## src/hw/rtl/ewah_pkg.sv

```systemverilog
// ----------------------------------------------------------------------------
// EWAH word run encoder package
// Shared types, constants and the saturating counter step.
// ----------------------------------------------------------------------------
package ewah_pkg;

   localparam int MAX_WORDS = 4096;
   localparam int CNT_W     = 13;
   localparam int WORD_W    = 32;
   localparam int REF_W     = 4;
   localparam int FIELD_MAX = (1 << CNT_W) - 1;

   // Counts stop at the word limit, or at the field maximum if that is lower.
   localparam logic [CNT_W-1:0] COUNT_CAP =
      (MAX_WORDS < FIELD_MAX) ? CNT_W'(MAX_WORDS) : CNT_W'(FIELD_MAX);

   localparam logic KIND_LITERAL = 1'b0;
   localparam logic KIND_HEADER  = 1'b1;

   typedef struct packed {
      logic              clean;
      logic [REF_W-1:0]  ref_value;
   } class_type;

   typedef struct packed {
      logic              kind;
      logic [WORD_W-1:0] literal;
      logic [REF_W-1:0]  ref_value;
      logic [CNT_W-1:0]  clean_count;
      logic [CNT_W-1:0]  dirty_count;
      logic [CNT_W-1:0]  group_total;
      logic              record_end;
      logic              overflow;
   } result_type;

   // Returns {saturated, next value}.
   function automatic logic [CNT_W:0] sat_inc(input logic [CNT_W-1:0] v);
      logic [CNT_W:0] r;
      if (v >= COUNT_CAP) begin
         r = {1'b1, COUNT_CAP};
      end else begin
         r = {1'b0, v + CNT_W'(1)};
      end
      return r;
   endfunction

endpackage

```

## src/hw/rtl/ewah_classify.sv

```systemverilog
// ----------------------------------------------------------------------------
// EWAH word classifier
// Decides whether a word is clean and extracts its reference value.
// ----------------------------------------------------------------------------
module ewah_classify
   import ewah_pkg::*;
(
   input  logic              nibble_mode,
   input  logic [WORD_W-1:0] word,
   output class_type         cls
);

   always_comb begin
      if (nibble_mode) begin
         cls.ref_value = word[REF_W-1:0];
         cls.clean     = (word == {(WORD_W / REF_W){word[REF_W-1:0]}});
      end else begin
         cls.ref_value = {{(REF_W - 1){1'b0}}, word[0]};
         cls.clean     = (word == '0) || (&word);
      end
   end

endmodule

```

## src/hw/rtl/ewah_group.sv

```systemverilog
// ----------------------------------------------------------------------------
// EWAH group tracker
// Holds the open group and forms the literal and header words of one item.
// ----------------------------------------------------------------------------
module ewah_group
   import ewah_pkg::*;
(
   input  logic              clock,
   input  logic              reset,
   input  logic              advance,
   input  class_type         cls,
   input  logic [WORD_W-1:0] word,
   input  logic              last_word,
   output logic [1:0]        num_results,
   output result_type        res_a,
   output result_type        res_b
);

   logic              open_ff,   open_in;
   logic [CNT_W-1:0]  clean_ff,  clean_in;
   logic [CNT_W-1:0]  dirty_ff,  dirty_in;
   logic [REF_W-1:0]  ref_ff,    ref_in;
   logic [CNT_W-1:0]  groups_ff, groups_in;
   logic              sat_ff,    sat_in;

   logic [CNT_W:0]    inc_clean;
   logic [CNT_W:0]    inc_dirty;
   logic [CNT_W:0]    inc_groups;
   logic [CNT_W:0]    inc_total;
   logic              first_valid;
   result_type        first_res;
   result_type        final_res;

   always_comb begin
      open_in    = open_ff;
      clean_in   = clean_ff;
      dirty_in   = dirty_ff;
      ref_in     = ref_ff;
      groups_in  = groups_ff;
      sat_in     = sat_ff;
      first_valid = 1'b0;
      first_res   = '0;

      inc_clean  = sat_inc(clean_ff);
      inc_dirty  = sat_inc(open_ff ? dirty_ff : '0);
      inc_groups = sat_inc(groups_ff);

      if (!cls.clean) begin
         // Dirty words pass through as literals; they open a group with no
         // clean run when none is open.
         open_in  = 1'b1;
         if (!open_ff) begin
            clean_in = '0;
            ref_in   = '0;
         end
         dirty_in = inc_dirty[CNT_W-1:0];
         sat_in   = (open_ff & sat_ff) | inc_dirty[CNT_W];
         first_valid       = 1'b1;
         first_res.kind    = KIND_LITERAL;
         first_res.literal = word;
      end else if (!open_ff || dirty_ff != '0 || ref_ff != cls.ref_value) begin
         if (open_ff) begin
            // The open group closes and its header follows its literals.
            first_valid           = 1'b1;
            first_res.kind        = KIND_HEADER;
            first_res.ref_value   = ref_ff;
            first_res.clean_count = clean_ff;
            first_res.dirty_count = dirty_ff;
            first_res.overflow    = sat_ff;
            groups_in             = inc_groups[CNT_W-1:0];
         end
         open_in  = 1'b1;
         clean_in = CNT_W'(1);
         dirty_in = '0;
         ref_in   = cls.ref_value;
         sat_in   = 1'b0;
      end else begin
         clean_in = inc_clean[CNT_W-1:0];
         sat_in   = sat_ff | inc_clean[CNT_W];
      end

      inc_total = sat_inc(groups_in);
      final_res             = '0;
      final_res.kind        = KIND_HEADER;
      final_res.ref_value   = ref_in;
      final_res.clean_count = clean_in;
      final_res.dirty_count = dirty_in;
      final_res.group_total = inc_total[CNT_W-1:0];
      final_res.record_end  = 1'b1;
      final_res.overflow    = sat_in | inc_total[CNT_W];

      if (last_word) begin
         // The record ends; the next word starts from the reset state.
         open_in   = 1'b0;
         clean_in  = '0;
         dirty_in  = '0;
         ref_in    = '0;
         groups_in = '0;
         sat_in    = 1'b0;
      end

      num_results = {1'b0, first_valid} + {1'b0, last_word};
      res_a       = first_valid ? first_res : final_res;
      res_b       = final_res;
   end

   always_ff @(posedge clock) begin
      if (reset) begin
         open_ff   <= 1'b0;
         clean_ff  <= '0;
         dirty_ff  <= '0;
         ref_ff    <= '0;
         groups_ff <= '0;
         sat_ff    <= 1'b0;
      end else if (advance) begin
         open_ff   <= open_in;
         clean_ff  <= clean_in;
         dirty_ff  <= dirty_in;
         ref_ff    <= ref_in;
         groups_ff <= groups_in;
         sat_ff    <= sat_in;
      end
   end

endmodule

```

## src/hw/rtl/ewah_obuf.sv

```systemverilog
// ----------------------------------------------------------------------------
// EWAH output buffer
// Two-entry result register that lets one item deliver up to two words.
// ----------------------------------------------------------------------------
module ewah_obuf
   import ewah_pkg::*;
(
   input  logic       clock,
   input  logic       reset,
   input  logic       push,
   input  logic [1:0] num_results,
   input  result_type res_a,
   input  result_type res_b,
   input  logic       rsp_stall,
   output logic       rsp_valid,
   output result_type head,
   output logic       room
);

   logic [1:0] count_ff, count_in;
   result_type slot0_ff, slot0_in;
   result_type slot1_ff, slot1_in;
   logic       pop;

   assign rsp_valid = (count_ff != 2'd0);
   assign head      = slot0_ff;
   assign pop       = rsp_valid & ~rsp_stall;
   // The buffer is empty after this edge's delivery.
   assign room      = (count_ff == 2'd0) || (count_ff == 2'd1 && pop);

   always_comb begin
      count_in = count_ff;
      slot0_in = slot0_ff;
      slot1_in = slot1_ff;
      if (push) begin
         count_in = num_results;
         slot0_in = res_a;
         slot1_in = res_b;
      end else if (pop) begin
         count_in = count_ff - 2'd1;
         slot0_in = slot1_ff;
      end
   end

   always_ff @(posedge clock) begin
      if (reset) begin
         count_ff <= 2'd0;
      end else begin
         count_ff <= count_in;
      end
   end

   always_ff @(posedge clock) begin
      slot0_ff <= slot0_in;
      slot1_ff <= slot1_in;
   end

endmodule

```

## src/hw/rtl/ewah_word_run_encoder_core.sv

```systemverilog
// ----------------------------------------------------------------------------
// EWAH word run encoder core
// Turns a record of 32-bit bitmap words into literal words and group headers.
// ----------------------------------------------------------------------------
// A word is accepted into an input register and, once the result side can
// take what it produces, is classified combinationally and folded into the
// open group. Dirty words come out as literals, a clean word with a new
// reference or after literals closes the group with a header, and the last
// word of a record adds the final header with the group total. The block
// takes one word per cycle as long as each word yields at most one result
// word and the result side keeps up. A last word that is dirty or that
// closes a group yields two result words; the next word that yields a
// result then waits while the two-entry output buffer drains. A word that
// yields nothing, such as one that opens or extends a clean run, never
// waits. The mode register is sampled when a word is processed and should
// be written only while the block is idle.
// ----------------------------------------------------------------------------
module ewah_word_run_encoder_core
   import ewah_pkg::*;
(
   input  logic              clock,
   input  logic              reset,

   input  logic              csr_write_enable,
   input  logic              csr_write_data,

   input  logic              req_valid,
   output logic              req_stall,
   input  logic [WORD_W-1:0] req_word,
   input  logic              req_last_word,

   output logic              rsp_valid,
   input  logic              rsp_stall,
   output logic              rsp_kind,
   output logic [WORD_W-1:0] rsp_literal,
   output logic [REF_W-1:0]  rsp_ref_value,
   output logic [CNT_W-1:0]  rsp_clean_count,
   output logic [CNT_W-1:0]  rsp_dirty_count,
   output logic [CNT_W-1:0]  rsp_group_total,
   output logic              rsp_record_end,
   output logic              rsp_overflow
);

   logic              mode_ff;
   logic              in_valid_ff, in_valid_in;
   logic [WORD_W-1:0] in_word_ff;
   logic              in_last_ff;

   class_type         cls;
   logic [1:0]        num_results;
   result_type        res_a;
   result_type        res_b;
   result_type        head;
   logic              room;
   logic              advance;
   logic              accept;

   // The held word moves on when it produces nothing or when the output
   // buffer will be empty after this edge.
   assign advance   = in_valid_ff & ((num_results == 2'd0) | room);
   assign req_stall = in_valid_ff & ~advance;
   assign accept    = req_valid & ~req_stall;

   always_comb begin
      in_valid_in = in_valid_ff;
      if (accept) begin
         in_valid_in = 1'b1;
      end else if (advance) begin
         in_valid_in = 1'b0;
      end
   end

   always_ff @(posedge clock) begin
      if (reset) begin
         mode_ff     <= 1'b0;
         in_valid_ff <= 1'b0;
      end else begin
         in_valid_ff <= in_valid_in;
         if (csr_write_enable) begin
            mode_ff <= csr_write_data;
         end
      end
   end

   always_ff @(posedge clock) begin
      if (accept) begin
         in_word_ff <= req_word;
         in_last_ff <= req_last_word;
      end
   end

   ewah_classify u_classify (
      .nibble_mode (mode_ff),
      .word        (in_word_ff),
      .cls         (cls)
   );

   ewah_group u_group (
      .clock       (clock),
      .reset       (reset),
      .advance     (advance),
      .cls         (cls),
      .word        (in_word_ff),
      .last_word   (in_last_ff),
      .num_results (num_results),
      .res_a       (res_a),
      .res_b       (res_b)
   );

   ewah_obuf u_obuf (
      .clock       (clock),
      .reset       (reset),
      .push        (advance & (num_results != 2'd0)),
      .num_results (num_results),
      .res_a       (res_a),
      .res_b       (res_b),
      .rsp_stall   (rsp_stall),
      .rsp_valid   (rsp_valid),
      .head        (head),
      .room        (room)
   );

   assign rsp_kind        = head.kind;
   assign rsp_literal     = head.literal;
   assign rsp_ref_value   = head.ref_value;
   assign rsp_clean_count = head.clean_count;
   assign rsp_dirty_count = head.dirty_count;
   assign rsp_group_total = head.group_total;
   assign rsp_record_end  = head.record_end;
   assign rsp_overflow    = head.overflow;

endmodule

```

## config.mk

```make
export PLATFORM = sky130hd
export DESIGN_NAME = ewah_word_run_encoder_core
export DESIGN_NICKNAME = d
export VERILOG_FILES = /design/src/hw/rtl/ewah_pkg.sv /design/src/hw/rtl/ewah_classify.sv /design/src/hw/rtl/ewah_group.sv /design/src/hw/rtl/ewah_obuf.sv /design/src/hw/rtl/ewah_word_run_encoder_core.sv
export SDC_FILE = /design/constraint.sdc
export NUM_CORES = 1
export LEC_CHECK = 0
export BUFFER_PORTS_ARGS = -buffer_cell sky130_fd_sc_hd__buf_2
export CORE_MARGIN = 3
export CORE_UTILIZATION = 35
export CTS_CLUSTER_SIZE = 12
export DETAILED_ROUTE_END_ITERATION = 8
export HOLD_SLACK_MARGIN = 0.05
export MAX_ROUTING_LAYER = met4
export PLACE_DENSITY_LB_ADDON = 0.08
export SETUP_SLACK_MARGIN = 0.3
export SLEW_MARGIN = 40
export SYNTH_ARGS = -nofsm -noshare
export SYNTH_HDL_FRONTEND = slang
export SYNTH_HIERARCHICAL = 1
export SYNTH_SLANG_ARGS = --single-unit
```

## constraint.sdc

```tcl
create_clock -name clock -period 18.6 [get_ports clock]
set_input_delay 3.72 -clock clock [delete_from_list [all_inputs] [get_ports clock]]
set_output_delay 3.72 -clock clock [all_outputs]
set_load 0.02 [all_outputs]
```

==> impl_results.md <==
* Status: finished, final reports clean
* Share of cells above drive strength 1 at 0.282
* CTS root buffer: clkbuf_16
* Area grow syn2layout at 16.4%
* Placement Rows at 65
* PortBufs at 118
* Worst Reg-to-Reg Cells at 16
* Insertion delay to the later sink of the worst-skew pair at 0.55 ns
* Ys flop type: edfxtp_1
* Crit path capture type: output pin
* Unique cell type count in the Yosys netlist at 83
* Die width at 188 um
* Critical path class: input port to output pin
* Worst-case clock buffer depth at 3
* Core Util, Final at 0.419
* Design area at 13400 sq um
* CTS HTree Levels at 1
* Commonest cells after routing, fill and taps aside: edfxtp_1 (189), buf_2 (118), nor2_1 (89)
* Part of the cycle the worst path needs at 0.442
* Total Nets Final at 1112
* Inserted Clock Buffers at 28
* Antenna Nets Post-Route at 0
* Req. time, crit path at 14.88 ns
* Hold path cells at 1
* Setup Fix Bufs, Post-CTS at 0
* Fin. Hold Viols at 0
* Min Clock Period, post-route at 8.22 ns
* FMAX at 122 MHz
* FILL cells at 3102
* Area contributors post-synth: edfxtp_1 (49%), dfxtp_1 (8.5%), mux2_2 (7.7%), nor2_1 (3.0%), a22oi_1 (2.9%)
* Die height at 188 um
* Post-Synthesis Cells at 955
* # clock sinks at 238
* Register area share after synthesis at 0.577
* PwrDens at 105 nW/um^2
* Most common cell after layout, fill and taps aside: edfxtp_1
* Critical-path maximum fanout at 5
* Share of the synthesized area in the top cell type at 0.492
* Number of setup violations in the final report at 0
* Maximum vdd drop at 0.0680 mV
* TritonCTS clock tree: yes
* Max-cap viol count at 0
* Flops & latches, synth at 238
* Vias in the first global route at 7558
* Slew @ Worst Pin at 0.778 ns
* GRT overflow at 0
* Initial Utilization at 0.360
* DIE AREA at 35200 sq um
* Leakage at 0.00470 uW
* Total GRT Usage at 0.155
* DPL Wire Length at 17.1 mm
* Synth Cell Area at 11500 sq um
* DR pass1 iterations at 5
* DR WL/cell at 17.4 um
* RSZ-0062 raised after global routing: false
* Global-route wire length before repair at 42.8 mm
* Routed vias/inst at 4.89
* DRC violations left at 0
* HP Class: flop to flop
* Slew Limit Fails at 0
* Multi-input gate area at 4380 sq um
* TNS Setup at 0 ns
* EDFF count, synth at 189
* Detailed Route WL at 26.6 mm
* Yosys top cell by area: edfxtp_1
* Ports at 119
* CTS Hold Bufs at 0
* Core box area at 32000 sq um
* Number of DRC markers in iteration 0 at 384
* # resized after CTS at 0
* DR vias at 7442
* Fraction of registers with async set/reset at 0
* Synth Warn # at 6
* GPL Wtd Cong at 0.843
* Dpl cell area at 12400 sq um
* CTS clock-pin slew for the worst setup and hold paths at 0.05 ns
* Clock skew at 0.0147 ns
* Largest net degree at the start of global routing at 83
* FF+latch area at 6660 sq um
* Mapped Avg Cell Area at 12.1 sq um
* CP startpoint kind: input port
* Initial antenna violation count at 2
* Headroom to the max-slew limit at 0.482
* Crit path DAT at 4.50 ns
[synthesized netlist by cell type, types with 6 or more instances]
master    number
a21o_1         6
a21oi_1       25
a22o_1        10
a22oi_1       44
a31oi_1        6
and2_1        17
and3_1         9
buf_2         12
buf_4         44
clkbuf_1      19
dfxtp_1       49
edfxtp_1     189
ha_1          10
inv_1         26
mux2_2        79
nand2_1       53
nand3_1       28
nand4_1       11
nor2_1        91
nor2b_1       38
nor3_1        16
nor3b_1        6
nor4_1        14
o21ai_0       37
xnor2_1        9
xor2_1        11
[final cells by class]
class,count,area share
Clock buffer,38,0.0602
Multi-Input combinational cell,638,0.326
Clock inverter,14,0.0173
Antenna cell,3,0.000559
Timing Repair Buffer,130,0.0521
Inverter,27,0.00773
Tap cell,435,0.0405
Sequential cell,238,0.496
[cell families (layout without fill, tap and decap cells)]
group                    after synthesis  count (layout)  share of synthesized area
AO/OA/AOI/OAI                        176             176                      0.111
XOR/XNOR                              20              20                     0.0152
adder cells (fa/ha/maj)               10              10                     0.0108
buffers and inverters                111             209                     0.0575
flip-flops                           238             238                      0.577
multiplexers                          83              83                     0.0810
other                                  2              37                   0.000651
AND/OR/NAND/NOR                      315             315                      0.147
[flip-flops by register name (all words and copies together) (netlist names)]
signal	cells
u_obuf/head	78
u_group/sat_ff	1
in_last_ff	1
u_group/ref_ff	4
u_obuf/slot1_ff	78
in_valid_ff	1
u_group/clean_ff	13
mode_ff	1
u_obuf/count_ff	2
u_group/groups_ff	13
u_group/open_ff	1
in_word_ff	32
u_group/dirty_ff	13
[critical path: stages]
cell and delay, ns:
buf_2 0.13, inv_1 0.07, a21o_1 0.19, nor2_2 0.17, buf_2 0.22
[power breakdown]
| part | internal (uW) | total (uW) | switching [uW] |
|---|---|---|---|
| Clock | 386 | 605 | 219 |
| Combinational | 50.6 | 154 | 103 |
| Sequential | 632 | 648 | 16.4 |
| Total | 1070 | 1410 | 338 |
[layer usage]
| layer | share of wire | routed length [um] | up-vias | track usage |
|---|---|---|---|---|
| met1 | 0.45 | 11900 | 3544 | 0.200 |
| met4 | 0.020 | 521 | 0 | 0.0364 |
| met3 | 0.057 | 1510 | 36 | 0.0329 |
| met5 | 0 | 0 | - | - |
| li1 | - | - | 3706 | - |
| met2 | 0.47 | 12600 | 156 | 0.250 |
[path summary, 6_finish.rpt]
check	startpoint	end	slack, ns
max	rsp_stall	req_stall	10.38
min	u_obuf/slot1_ff[23]	u_obuf/head[23]	0.55
max reg2reg	in_word_ff[1]	u_obuf/head[12]	13.44
min reg2reg	u_obuf/slot1_ff[23]	u_obuf/head[23]	0.55
[through the flow]
stage                     instances  power, uW  hold WS, ns  worst slack [ns]
after floorplan                 987        771        0.506              8.05
after global placement         1464        817        0.529             10.39
after detailed placement       1468        818        0.533             10.39
after CTS                      1520       1430        0.549             10.38
after global routing           1522       1470        0.554             10.30
final                          1523       1410        0.548             10.38
Power figures use the tool's default switching activity.
